--- src/rtl/core/rau_pkg.sv ---
// shared codes and types for the rational arithmetic unit
`default_nettype none
package rau_pkg;

  // operation select
  typedef enum logic [1:0] {
    FUNC_ADD = 2'd0,
    FUNC_SUB = 2'd1,
    FUNC_MUL = 2'd2,
    FUNC_DIV = 2'd3
  } func_e;

  // result status
  typedef enum logic [1:0] {
    ST_OK       = 2'd0,
    ST_ZERO_DEN = 2'd1,
    ST_OVERFLOW = 2'd2
  } status_e;

endpackage
`default_nettype wire

--- src/rtl/core/rational_arithmetic_unit_core.sv ---
// rational arithmetic unit: add, subtract, multiply or divide two fractions and reduce
//
// One item at a time: in_stall_o stays high from the transfer of an item until its
// result is loaded into the output register, which then waits for the consumer
// while the next item may already be taken. Operands use the low WORD_BITS bits of
// each field as two's complement. Products come from one WORD_BITS x WORD_BITS
// multiplier, three for add and subtract and two for multiply and divide; everything
// after that runs on 2*WORD_BITS-wide subtract/shift logic: a binary GCD (one step per
// cycle), a shift-back of the GCD's common power of two, and two restoring divisions
// by the GCD with 2*WORD_BITS quotient bits each. An operand with a zero denominator
// goes straight to the final state. On a zero denominator or a result wider than
// WORD_BITS the result is 0/1 with a nonzero status.
`default_nettype none
module rational_arithmetic_unit_core #(
  parameter int WORD_BITS = 32
) (
  input  wire logic        clk_i,
  input  wire logic        rst_ni,
  input  wire logic        in_valid_i,
  output logic             in_stall_o,
  input  wire logic [1:0]  func_i,
  input  wire logic [31:0] left_num_i,
  input  wire logic [31:0] left_den_i,
  input  wire logic [31:0] right_num_i,
  input  wire logic [31:0] right_den_i,
  output logic             out_valid_o,
  input  wire logic        out_stall_i,
  output logic [31:0]      result_num_o,
  output logic [31:0]      result_den_o,
  output logic [1:0]       status_o
);
  import rau_pkg::*;

  localparam int W  = WORD_BITS;
  localparam int WW = 2 * WORD_BITS;
  localparam int CW = $clog2(WW);
  localparam logic [WW-1:0] LIM = WW'(1) << (W - 1);
  localparam logic [WW-1:0] ONE = WW'(1);

  localparam logic [2:0] S_IDLE = 3'd0;
  localparam logic [2:0] S_MUL  = 3'd1;
  localparam logic [2:0] S_COMB = 3'd2;
  localparam logic [2:0] S_GCD  = 3'd3;
  localparam logic [2:0] S_GSH  = 3'd4;
  localparam logic [2:0] S_DIVN = 3'd5;
  localparam logic [2:0] S_DIVD = 3'd6;
  localparam logic [2:0] S_FIN  = 3'd7;

  logic [2:0]    state_q, state_d;
  logic          out_valid_q, out_valid_d;
  func_e         op_q, op_d;
  logic          err_q, err_d;
  logic          ln_s_q, ld_s_q, rn_s_q, rd_s_q;
  logic          ln_s_d, ld_s_d, rn_s_d, rd_s_d;
  logic [W-1:0]  ln_m_q, ld_m_q, rn_m_q, rd_m_q;
  logic [W-1:0]  ln_m_d, ld_m_d, rn_m_d, rd_m_d;
  logic [1:0]    ms_q, ms_d;
  logic [WW-1:0] p1_q, p1_d, p2_q, p2_d, p3_q, p3_d;
  logic [WW-1:0] nmag_q, nmag_d, dmag_q, dmag_d;
  logic          n_neg_q, n_neg_d, d_neg_q, d_neg_d;
  logic [WW-1:0] a_q, a_d, b_q, b_d, g_q, g_d;
  logic [CW-1:0] k_q, k_d, cnt_q, cnt_d;
  logic [WW-1:0] rem_q, rem_d, quo_q, quo_d;
  logic [31:0]   rnum_q, rnum_d, rden_q, rden_d;
  logic [1:0]    st_q, st_d;

  // operand words at the input, the low WORD_BITS bits of each field
  logic [W-1:0] in_ln, in_ld, in_rn, in_rd;
  assign in_ln = left_num_i[W-1:0];
  assign in_ld = left_den_i[W-1:0];
  assign in_rn = right_num_i[W-1:0];
  assign in_rd = right_den_i[W-1:0];

  // shared multiplier
  logic [W-1:0]  mul_a, mul_b;
  logic [WW-1:0] prod;
  always_comb begin
    mul_a = ln_m_q;
    mul_b = rd_m_q;
    case (ms_q)
      2'd0: begin
        mul_a = ln_m_q;
        mul_b = (op_q == FUNC_MUL) ? rn_m_q : rd_m_q;
      end
      2'd1: begin
        if (op_q == FUNC_MUL) begin
          mul_a = ld_m_q;
          mul_b = rd_m_q;
        end else if (op_q == FUNC_DIV) begin
          mul_a = ld_m_q;
          mul_b = rn_m_q;
        end else begin
          mul_a = rn_m_q;
          mul_b = ld_m_q;
        end
      end
      default: begin
        mul_a = ld_m_q;
        mul_b = rd_m_q;
      end
    endcase
  end
  assign prod = WW'(mul_a) * WW'(mul_b);

  // signed add of the two cross products
  logic          s1, s2;
  logic [WW:0]   sdif;
  logic [WW-1:0] sum_mag;
  logic          sum_neg;
  always_comb begin
    s1   = ln_s_q ^ rd_s_q;
    s2   = rn_s_q ^ ld_s_q ^ (op_q == FUNC_SUB);
    sdif = {1'b0, p1_q} - {1'b0, p2_q};
    if (s1 == s2) begin
      sum_mag = p1_q + p2_q;
      sum_neg = s1;
    end else if (!sdif[WW]) begin
      sum_mag = sdif[WW-1:0];
      sum_neg = s1;
    end else begin
      sum_mag = ~sdif[WW-1:0] + ONE;
      sum_neg = s2;
    end
  end

  // wide subtractors for the gcd and divider steps
  logic [WW:0]   gdif;
  logic [WW:0]   rem_sh;
  logic [WW+1:0] ddif;
  logic          take;
  assign gdif   = {1'b0, a_q} - {1'b0, b_q};
  assign rem_sh = {rem_q, quo_q[WW-1]};
  assign ddif   = {1'b0, rem_sh} - {2'b00, g_q};
  assign take   = !ddif[WW+1];

  // final sign handling and range check
  logic          unit;
  logic          fneg_n, fneg_d;
  logic [WW-1:0] fmag_d;
  logic          fit_n, fit_d;
  logic [W-1:0]  wn, wd;
  always_comb begin
    unit   = (dmag_q == ONE);
    fneg_n = unit ? ((n_neg_q ^ d_neg_q) && (nmag_q != '0)) : n_neg_q;
    fneg_d = unit ? 1'b0 : d_neg_q;
    fmag_d = unit ? ONE : dmag_q;
    fit_n  = fneg_n ? (nmag_q <= LIM) : (nmag_q < LIM);
    fit_d  = fneg_d ? (fmag_d <= LIM) : (fmag_d < LIM);
    wn     = fneg_n ? (~nmag_q[W-1:0] + W'(1)) : nmag_q[W-1:0];
    wd     = fneg_d ? (~fmag_d[W-1:0] + W'(1)) : fmag_d[W-1:0];
  end

  // sequencer
  always_comb begin
    state_d     = state_q;
    out_valid_d = out_valid_q;
    op_d = op_q;   err_d = err_q;
    ln_s_d = ln_s_q; ld_s_d = ld_s_q; rn_s_d = rn_s_q; rd_s_d = rd_s_q;
    ln_m_d = ln_m_q; ld_m_d = ld_m_q; rn_m_d = rn_m_q; rd_m_d = rd_m_q;
    ms_d = ms_q;
    p1_d = p1_q; p2_d = p2_q; p3_d = p3_q;
    nmag_d = nmag_q; dmag_d = dmag_q; n_neg_d = n_neg_q; d_neg_d = d_neg_q;
    a_d = a_q; b_d = b_q; g_d = g_q; k_d = k_q;
    rem_d = rem_q; quo_d = quo_q; cnt_d = cnt_q;
    rnum_d = rnum_q; rden_d = rden_q; st_d = st_q;

    if (out_valid_q && !out_stall_i) begin
      out_valid_d = 1'b0;
    end

    case (state_q)
      S_IDLE: begin
        if (in_valid_i) begin
          op_d   = func_e'(func_i);
          ln_s_d = in_ln[W-1];
          ld_s_d = in_ld[W-1];
          rn_s_d = in_rn[W-1];
          rd_s_d = in_rd[W-1];
          ln_m_d = in_ln[W-1] ? (~in_ln + W'(1)) : in_ln;
          ld_m_d = in_ld[W-1] ? (~in_ld + W'(1)) : in_ld;
          rn_m_d = in_rn[W-1] ? (~in_rn + W'(1)) : in_rn;
          rd_m_d = in_rd[W-1] ? (~in_rd + W'(1)) : in_rd;
          err_d  = (in_ld == '0) || (in_rd == '0);
          ms_d   = 2'd0;
          state_d = ((in_ld == '0) || (in_rd == '0)) ? S_FIN : S_MUL;
        end
      end
      S_MUL: begin
        case (ms_q)
          2'd0:    p1_d = prod;
          2'd1:    p2_d = prod;
          default: p3_d = prod;
        endcase
        ms_d = ms_q + 2'd1;
        if ((ms_q == 2'd2) || ((ms_q == 2'd1) &&
            ((op_q == FUNC_MUL) || (op_q == FUNC_DIV)))) begin
          state_d = S_COMB;
        end
      end
      S_COMB: begin
        if ((op_q == FUNC_ADD) || (op_q == FUNC_SUB)) begin
          nmag_d  = sum_mag;
          n_neg_d = sum_neg;
          dmag_d  = p3_q;
          d_neg_d = ld_s_q ^ rd_s_q;
        end else if (op_q == FUNC_MUL) begin
          nmag_d  = p1_q;
          n_neg_d = ln_s_q ^ rn_s_q;
          dmag_d  = p2_q;
          d_neg_d = ld_s_q ^ rd_s_q;
        end else begin
          nmag_d  = p1_q;
          n_neg_d = ln_s_q ^ rd_s_q;
          dmag_d  = p2_q;
          d_neg_d = ld_s_q ^ rn_s_q;
        end
        if ((op_q == FUNC_DIV) && (p2_q == '0)) begin
          err_d   = 1'b1;
          state_d = S_FIN;
        end else begin
          a_d     = ((op_q == FUNC_ADD) || (op_q == FUNC_SUB)) ? sum_mag : p1_q;
          b_d     = ((op_q == FUNC_ADD) || (op_q == FUNC_SUB)) ? p3_q : p2_q;
          k_d     = '0;
          state_d = S_GCD;
        end
      end
      S_GCD: begin
        // binary gcd, one step per cycle
        if (a_q == '0) begin
          g_d     = b_q;
          state_d = S_GSH;
        end else if (b_q == '0) begin
          g_d     = a_q;
          state_d = S_GSH;
        end else if (!a_q[0] && !b_q[0]) begin
          a_d = a_q >> 1;
          b_d = b_q >> 1;
          k_d = k_q + CW'(1);
        end else if (!a_q[0]) begin
          a_d = a_q >> 1;
        end else if (!b_q[0]) begin
          b_d = b_q >> 1;
        end else if (!gdif[WW]) begin
          a_d = gdif[WW-1:0] >> 1;
        end else begin
          a_d = b_q;
          b_d = a_q;
        end
      end
      S_GSH: begin
        // restore the common power of two
        if (k_q == '0) begin
          rem_d   = '0;
          quo_d   = nmag_q;
          cnt_d   = '0;
          state_d = S_DIVN;
        end else begin
          g_d = g_q << 1;
          k_d = k_q - CW'(1);
        end
      end
      S_DIVN, S_DIVD: begin
        // restoring division by the gcd
        rem_d = take ? ddif[WW-1:0] : rem_sh[WW-1:0];
        quo_d = {quo_q[WW-2:0], take};
        cnt_d = cnt_q + CW'(1);
        if (cnt_q == CW'(WW - 1)) begin
          cnt_d = '0;
          rem_d = '0;
          if (state_q == S_DIVN) begin
            nmag_d  = {quo_q[WW-2:0], take};
            quo_d   = dmag_q;
            state_d = S_DIVD;
          end else begin
            dmag_d  = {quo_q[WW-2:0], take};
            state_d = S_FIN;
          end
        end
      end
      S_FIN: begin
        if (!out_valid_q || !out_stall_i) begin
          if (err_q) begin
            st_d = ST_ZERO_DEN;
          end else if (!fit_n || !fit_d) begin
            st_d = ST_OVERFLOW;
          end else begin
            st_d = ST_OK;
          end
          if (err_q || !fit_n || !fit_d) begin
            rnum_d = 32'd0;
            rden_d = 32'd1;
          end else begin
            rnum_d = 32'(signed'(wn));
            rden_d = 32'(signed'(wd));
          end
          out_valid_d = 1'b1;
          state_d     = S_IDLE;
        end
      end
      default: state_d = S_IDLE;
    endcase
  end

  // control registers
  always_ff @(posedge clk_i or negedge rst_ni) begin
    if (!rst_ni) begin
      state_q     <= S_IDLE;
      out_valid_q <= 1'b0;
    end else begin
      state_q     <= state_d;
      out_valid_q <= out_valid_d;
    end
  end

  // datapath registers
  always_ff @(posedge clk_i) begin
    op_q <= op_d;   err_q <= err_d;
    ln_s_q <= ln_s_d; ld_s_q <= ld_s_d; rn_s_q <= rn_s_d; rd_s_q <= rd_s_d;
    ln_m_q <= ln_m_d; ld_m_q <= ld_m_d; rn_m_q <= rn_m_d; rd_m_q <= rd_m_d;
    ms_q <= ms_d;
    p1_q <= p1_d; p2_q <= p2_d; p3_q <= p3_d;
    nmag_q <= nmag_d; dmag_q <= dmag_d; n_neg_q <= n_neg_d; d_neg_q <= d_neg_d;
    a_q <= a_d; b_q <= b_d; g_q <= g_d; k_q <= k_d;
    rem_q <= rem_d; quo_q <= quo_d; cnt_q <= cnt_d;
    rnum_q <= rnum_d; rden_q <= rden_d; st_q <= st_d;
  end

  assign in_stall_o   = (state_q != S_IDLE);
  assign out_valid_o  = out_valid_q;
  assign result_num_o = rnum_q;
  assign result_den_o = rden_q;
  assign status_o     = st_q;

endmodule
`default_nettype wire

--- config.mk ---
export PLATFORM = sky130hd
export DESIGN_NAME = rational_arithmetic_unit_core
export DESIGN_NICKNAME = d
export VERILOG_FILES = /design/src/rtl/core/rau_pkg.sv /design/src/rtl/core/rational_arithmetic_unit_core.sv
export SDC_FILE = /design/constraint.sdc
export NUM_CORES = 2
export LEC_CHECK = 0
export BUFFER_PORTS_ARGS = -buffer_cell sky130_fd_sc_hd__buf_2
export CAP_MARGIN = 10
export CORE_ASPECT_RATIO = 0.9
export CORE_MARGIN = 1.5
export CORE_UTILIZATION = 45
export CTS_CLUSTER_SIZE = 24
export DETAILED_ROUTE_END_ITERATION = 10
export PLACE_DENSITY_LB_ADDON = 0.08
export SLEW_MARGIN = 20
export SYNTH_ARGS = -nofsm -noshare
export SYNTH_HDL_FRONTEND = slang
export SYNTH_SLANG_ARGS = --single-unit
--- constraint.sdc ---
create_clock -name clk_i -period 27.3 [get_ports clk_i]
set_input_delay 1.365 -clock clk_i [delete_from_list [all_inputs] [get_ports clk_i]]
set_output_delay 1.365 -clock clk_i [all_outputs]
set_load 0.01 [all_outputs]
==> results by stage <==
Outcome:
- The flow ran to the end, but the final reports show violations.
- The checks that failed: design-rule violations.

Final layout:
- The final non-filler cell area is 99160 um^2.
- The layout filler cell count is 19070.
- The share of layout cells above drive strength 1 is 6.809%.
- The net total in the final layout is between 10000 and 15000.
- The layout-stage area growth over the synthesis result is 8.138%.

Placed design:
- The placed cell area is 95640 um^2.
- In this run the tool buffered the top-level ports with 201 buffer cells.
- The placed wire-length estimate after detailed placement is 263.7 mm.
- The setup slack at placement is 14.27 ns.
- The congestion estimate from routability-driven global placement came to 0.9550.

Timing:
- Setup violations remaining at the end of the flow were counted as 0.
- The setup clock skew after layout is 0.08654 ns.
- The worst path setup slack after routing is 14.45 ns.
- The total negative slack for setup checks is 0 ns.
- At the pin with the least slew margin, the transition time is 1.166 ns.
- The count of final max-slew check failures is 0.
- The number of hold-slack violations in the final timing report is 0.
- The worst path needs around 13 ns of the cycle, external delays included.
- The worst-case headroom to the max-slew limit is 20.05%.
- The post-route clock period utilization is 47.07%.
- For this run, the top clock speed supported by timing is 0.07781 GHz.
- Setup repair after global routing left no endpoint under its margin.

Worst setup path:
- STA puts the critical path data arrival time at 13.31 ns.
- The startpoint of the worst setup timing path is ms_q[1]$_SDFFCE_PN0P_.
- The worst setup path is captured at a flip-flop.
- Across all register-to-register paths, the minimum setup slack is ~14 ns.
- Along the worst path, the maximum fanout reaches 41.
- The data required time of the worst path is between 20 and 30 ns.
- In this run the worst setup path terminates at p3_q[63]$_DFFE_PP_.
- On the worst path, the slowest cell contributes a delay of 0.94 ns.
- The slowest stage of the critical path belongs to the cell ha_2.
- The kind of critical path is reg -> reg.
- The path depth of the worst reg2reg path is 33.
- The startpoint type of the worst setup path is a flip-flop.
- In this run the critical register-to-register path is captured at p3_q[63]$_DFFE_PP_.
- The startpoint of the worst register-to-register path is ms_q[1]$_SDFFCE_PN0P_.
- In this design, the critical path's most frequently occurring cell is fa_1.

Logic synthesis:
- The number of distinct library cells after synthesis is 104.
- The commonest cells after synthesis are nor2_1, inv_1, nand2_1.
- In the synthesized netlist the async set-or-reset flop fraction comes to 0.4646%.
- The average instance in the mapped netlist occupies just over 9 um^2.
- The number of enable flip-flop cells after synthesis is about 860.
- The synthesized design contains between 800 and 900 register bits.
- Summed over all instances, the cell type with the most area after synthesis is edfxtp_1.
- The gate count of the mapped netlist is 10100.
- Synthesis produced a netlist with a net count of ~12000.
- Sequential cells were found to cover 28.17% of the synthesized design area.
- The number of warnings issued by yosys is 0.
- The mapped cell area is 91700 um^2.
- The top-area cell type share of the netlist area is 28.07%.
- The cell with the most instances after synthesis is nor2_1.
- For this run, the leading register cell type out of synthesis is edfxtp_1.
- In the post-synthesis netlist, the biggest area contributors are edfxtp_1, fa_1, ha_1.

Clock network:
- CTS placed an instance of clkbuf_16 at the clock tree root.
- The clock latency reported for the late side of the worst-skew pair is 0.79 ns.
- The longest clock path from root to sink contains 3 buffers.
- The CTS buffer count is between 100 and 150.
- The clock net sink count is 861.
- The quantity of hold-fixing buffers added after cts is 0.
- TritonCTS built the clock tree.
- The post-CTS setup-driven buffer insertion count is 0.
- The number of levels the H-tree was split into is 3.
- Gates resized during post-CTS repair numbered 0.
- After clock tree synthesis, the clock-pin slew on the worst setup and hold paths is 0.06 ns.

Floorplan:
- The total die area is 206500 um^2.
- The starting density of the core is between 40% and 50%.
- The floorplan has 156 rows.
- The die is roughly 430 um tall.
- Measured along the x axis, the die boundary spans roughly 480 um.
- The number of ports placed on the die boundary is approximately 200.
- The area of the core is 201600 um^2.

Global routing:
- The wire length of the first global-routing pass is 498.8 mm.
- Across every metal layer, demand over resource in global routing totals 32.34%.
- The initial antenna violation count came to 7.
- The remaining global-route overflow is 0.
- The via count of the first global-routing pass was 75470.
- The largest net degree at the start of global routing is 135.

Route:
- Dividing the detail-routed wire length by the instance count gives 26.47 um.
- The residual DRC count is 24.
- The first detailed-routing pass took 9 iterations.
- The detail route stage leaves a number of antenna-violating nets equal to 0.
- The total detailed-routing wirelength is 338.3 mm.
- Across all layers, the routed design uses 75860 vias.
- The via density per instance is ~5.9.
- In this run, the number of DRC markers left after iteration 0 of detailed routing was 7575.

Min path:
- The worst hold path belongs to the class in -> async.

Job:
- The max-cap check violation count is 0.
## worst min-delay path by stage
| stage | slack [ns] | startpoint | to | cells past startpoint |
|---|---|---|---|---|
| after floorplan | 0.46 | err_q$_SDFFCE_PP1P_ | status_o[0]$_SDFFCE_PP1P_ | 0 |
| after global placement | 0.54 | nmag_q[60]$_DFFE_PP_ | quo_q[60]$_DFFE_PP_ | 2 |
| after detailed placement | 0.55 | nmag_q[53]$_DFFE_PP_ | quo_q[53]$_DFFE_PP_ | 2 |
| after CTS | 0.36 | rst_ni | out_valid_o$_DFF_PN0_ | 1 |
| after global routing | 0.39 | rst_ni | out_valid_o$_DFF_PN0_ | 1 |
| final | 0.42 | rst_ni | out_valid_o$_DFF_PN0_ | 1 |
## cells by family after synthesis
logic type | count (synthesis) | synth area share [%]
XOR/XNOR | 527 | 5.034
AND/OR/NAND/NOR | 3140 | 15.22
adder cells (fa/ha/maj) | 1433 | 26.93
buffers and inverters | 1741 | 7.186
flip-flops | 861 | 28.17
AO/OA/AOI/OAI | 2229 | 15.66
multiplexers | 164 | 1.801
## layer usage
| metal | up-vias | GRT usage, % | part of all wire (%) |
|---|---|---|---|
| li1 | 34180 | - | - |
| met1 | 37940 | 44.24 | 43 |
| met2 | 3175 | 50.93 | 45 |
| met3 | 551 | 5.184 | 7.6 |
| met4 | 6 | 13.58 | 5.0 |
| met5 | - | 0 | 0.014 |
## per-stage QoR
step | hold slack, ns | util [%] | std cells
after floorplan | 0.4594 | - | 10100
after global placement | 0.5414 | 47.43 | 12580
after detailed placement | 0.5481 | 47.43 | 12580
after CTS | 0.3556 | 49.15 | 12770
after global routing | 0.3931 | 49.17 | 12780
final | 0.4244 | 49.18 | 12780
## worst max-delay path, delay by kind of cell, from the launching register on
| family | cells | cell delay [ns] |
|---|---|---|
| and+or+nand+nor | 9 | 2.93 |
| adders and majority gates | 10 | 5.33 |
| DFF | 1 | 0.38 |
| buffers and inverters | 5 | 0.35 |
| AOI/OAI and AO/OA | 8 | 3.29 |
| xor gates and xnor gates | 1 | 0.15 |
## final cells by class
| type | count | area [um^2] | share of cell area [%] |
|---|---|---|---|
| inverters | 1188 | 4467 | 4.505 |
| flip-flops and latches | 861 | 25830 | 26.05 |
| repair buffers | 354 | 2195 | 2.213 |
| clock buffers | 111 | 2586 | 2.608 |
| diodes | 6 | 15.01 | 0.01514 |
| multi-input cells | 7493 | 59830 | 60.34 |
| clock inverters | 82 | 867.1 | 0.8744 |
| well taps | 2686 | 3361 | 3.389 |
## cells in the final DEF (no fill, tap or decap), drive strengths merged, types with 82 or more instances in the layout
cell type,instances
buf,354
a221oi,86
a21o,157
nand3,88
and2,131
inv,1193
mux2i,156
edfxtp,857
xnor2,372
nor2,1215
a211oi,192
ha,532
nand2,1075
a21oi,786
fa,901
nor4,102
xor2,155
o21ai,404
clkbuf,111
nor3,82
Power is not shown: default switching activity piles up to over one toggle a cycle in this logic, so the estimate is an artifact.
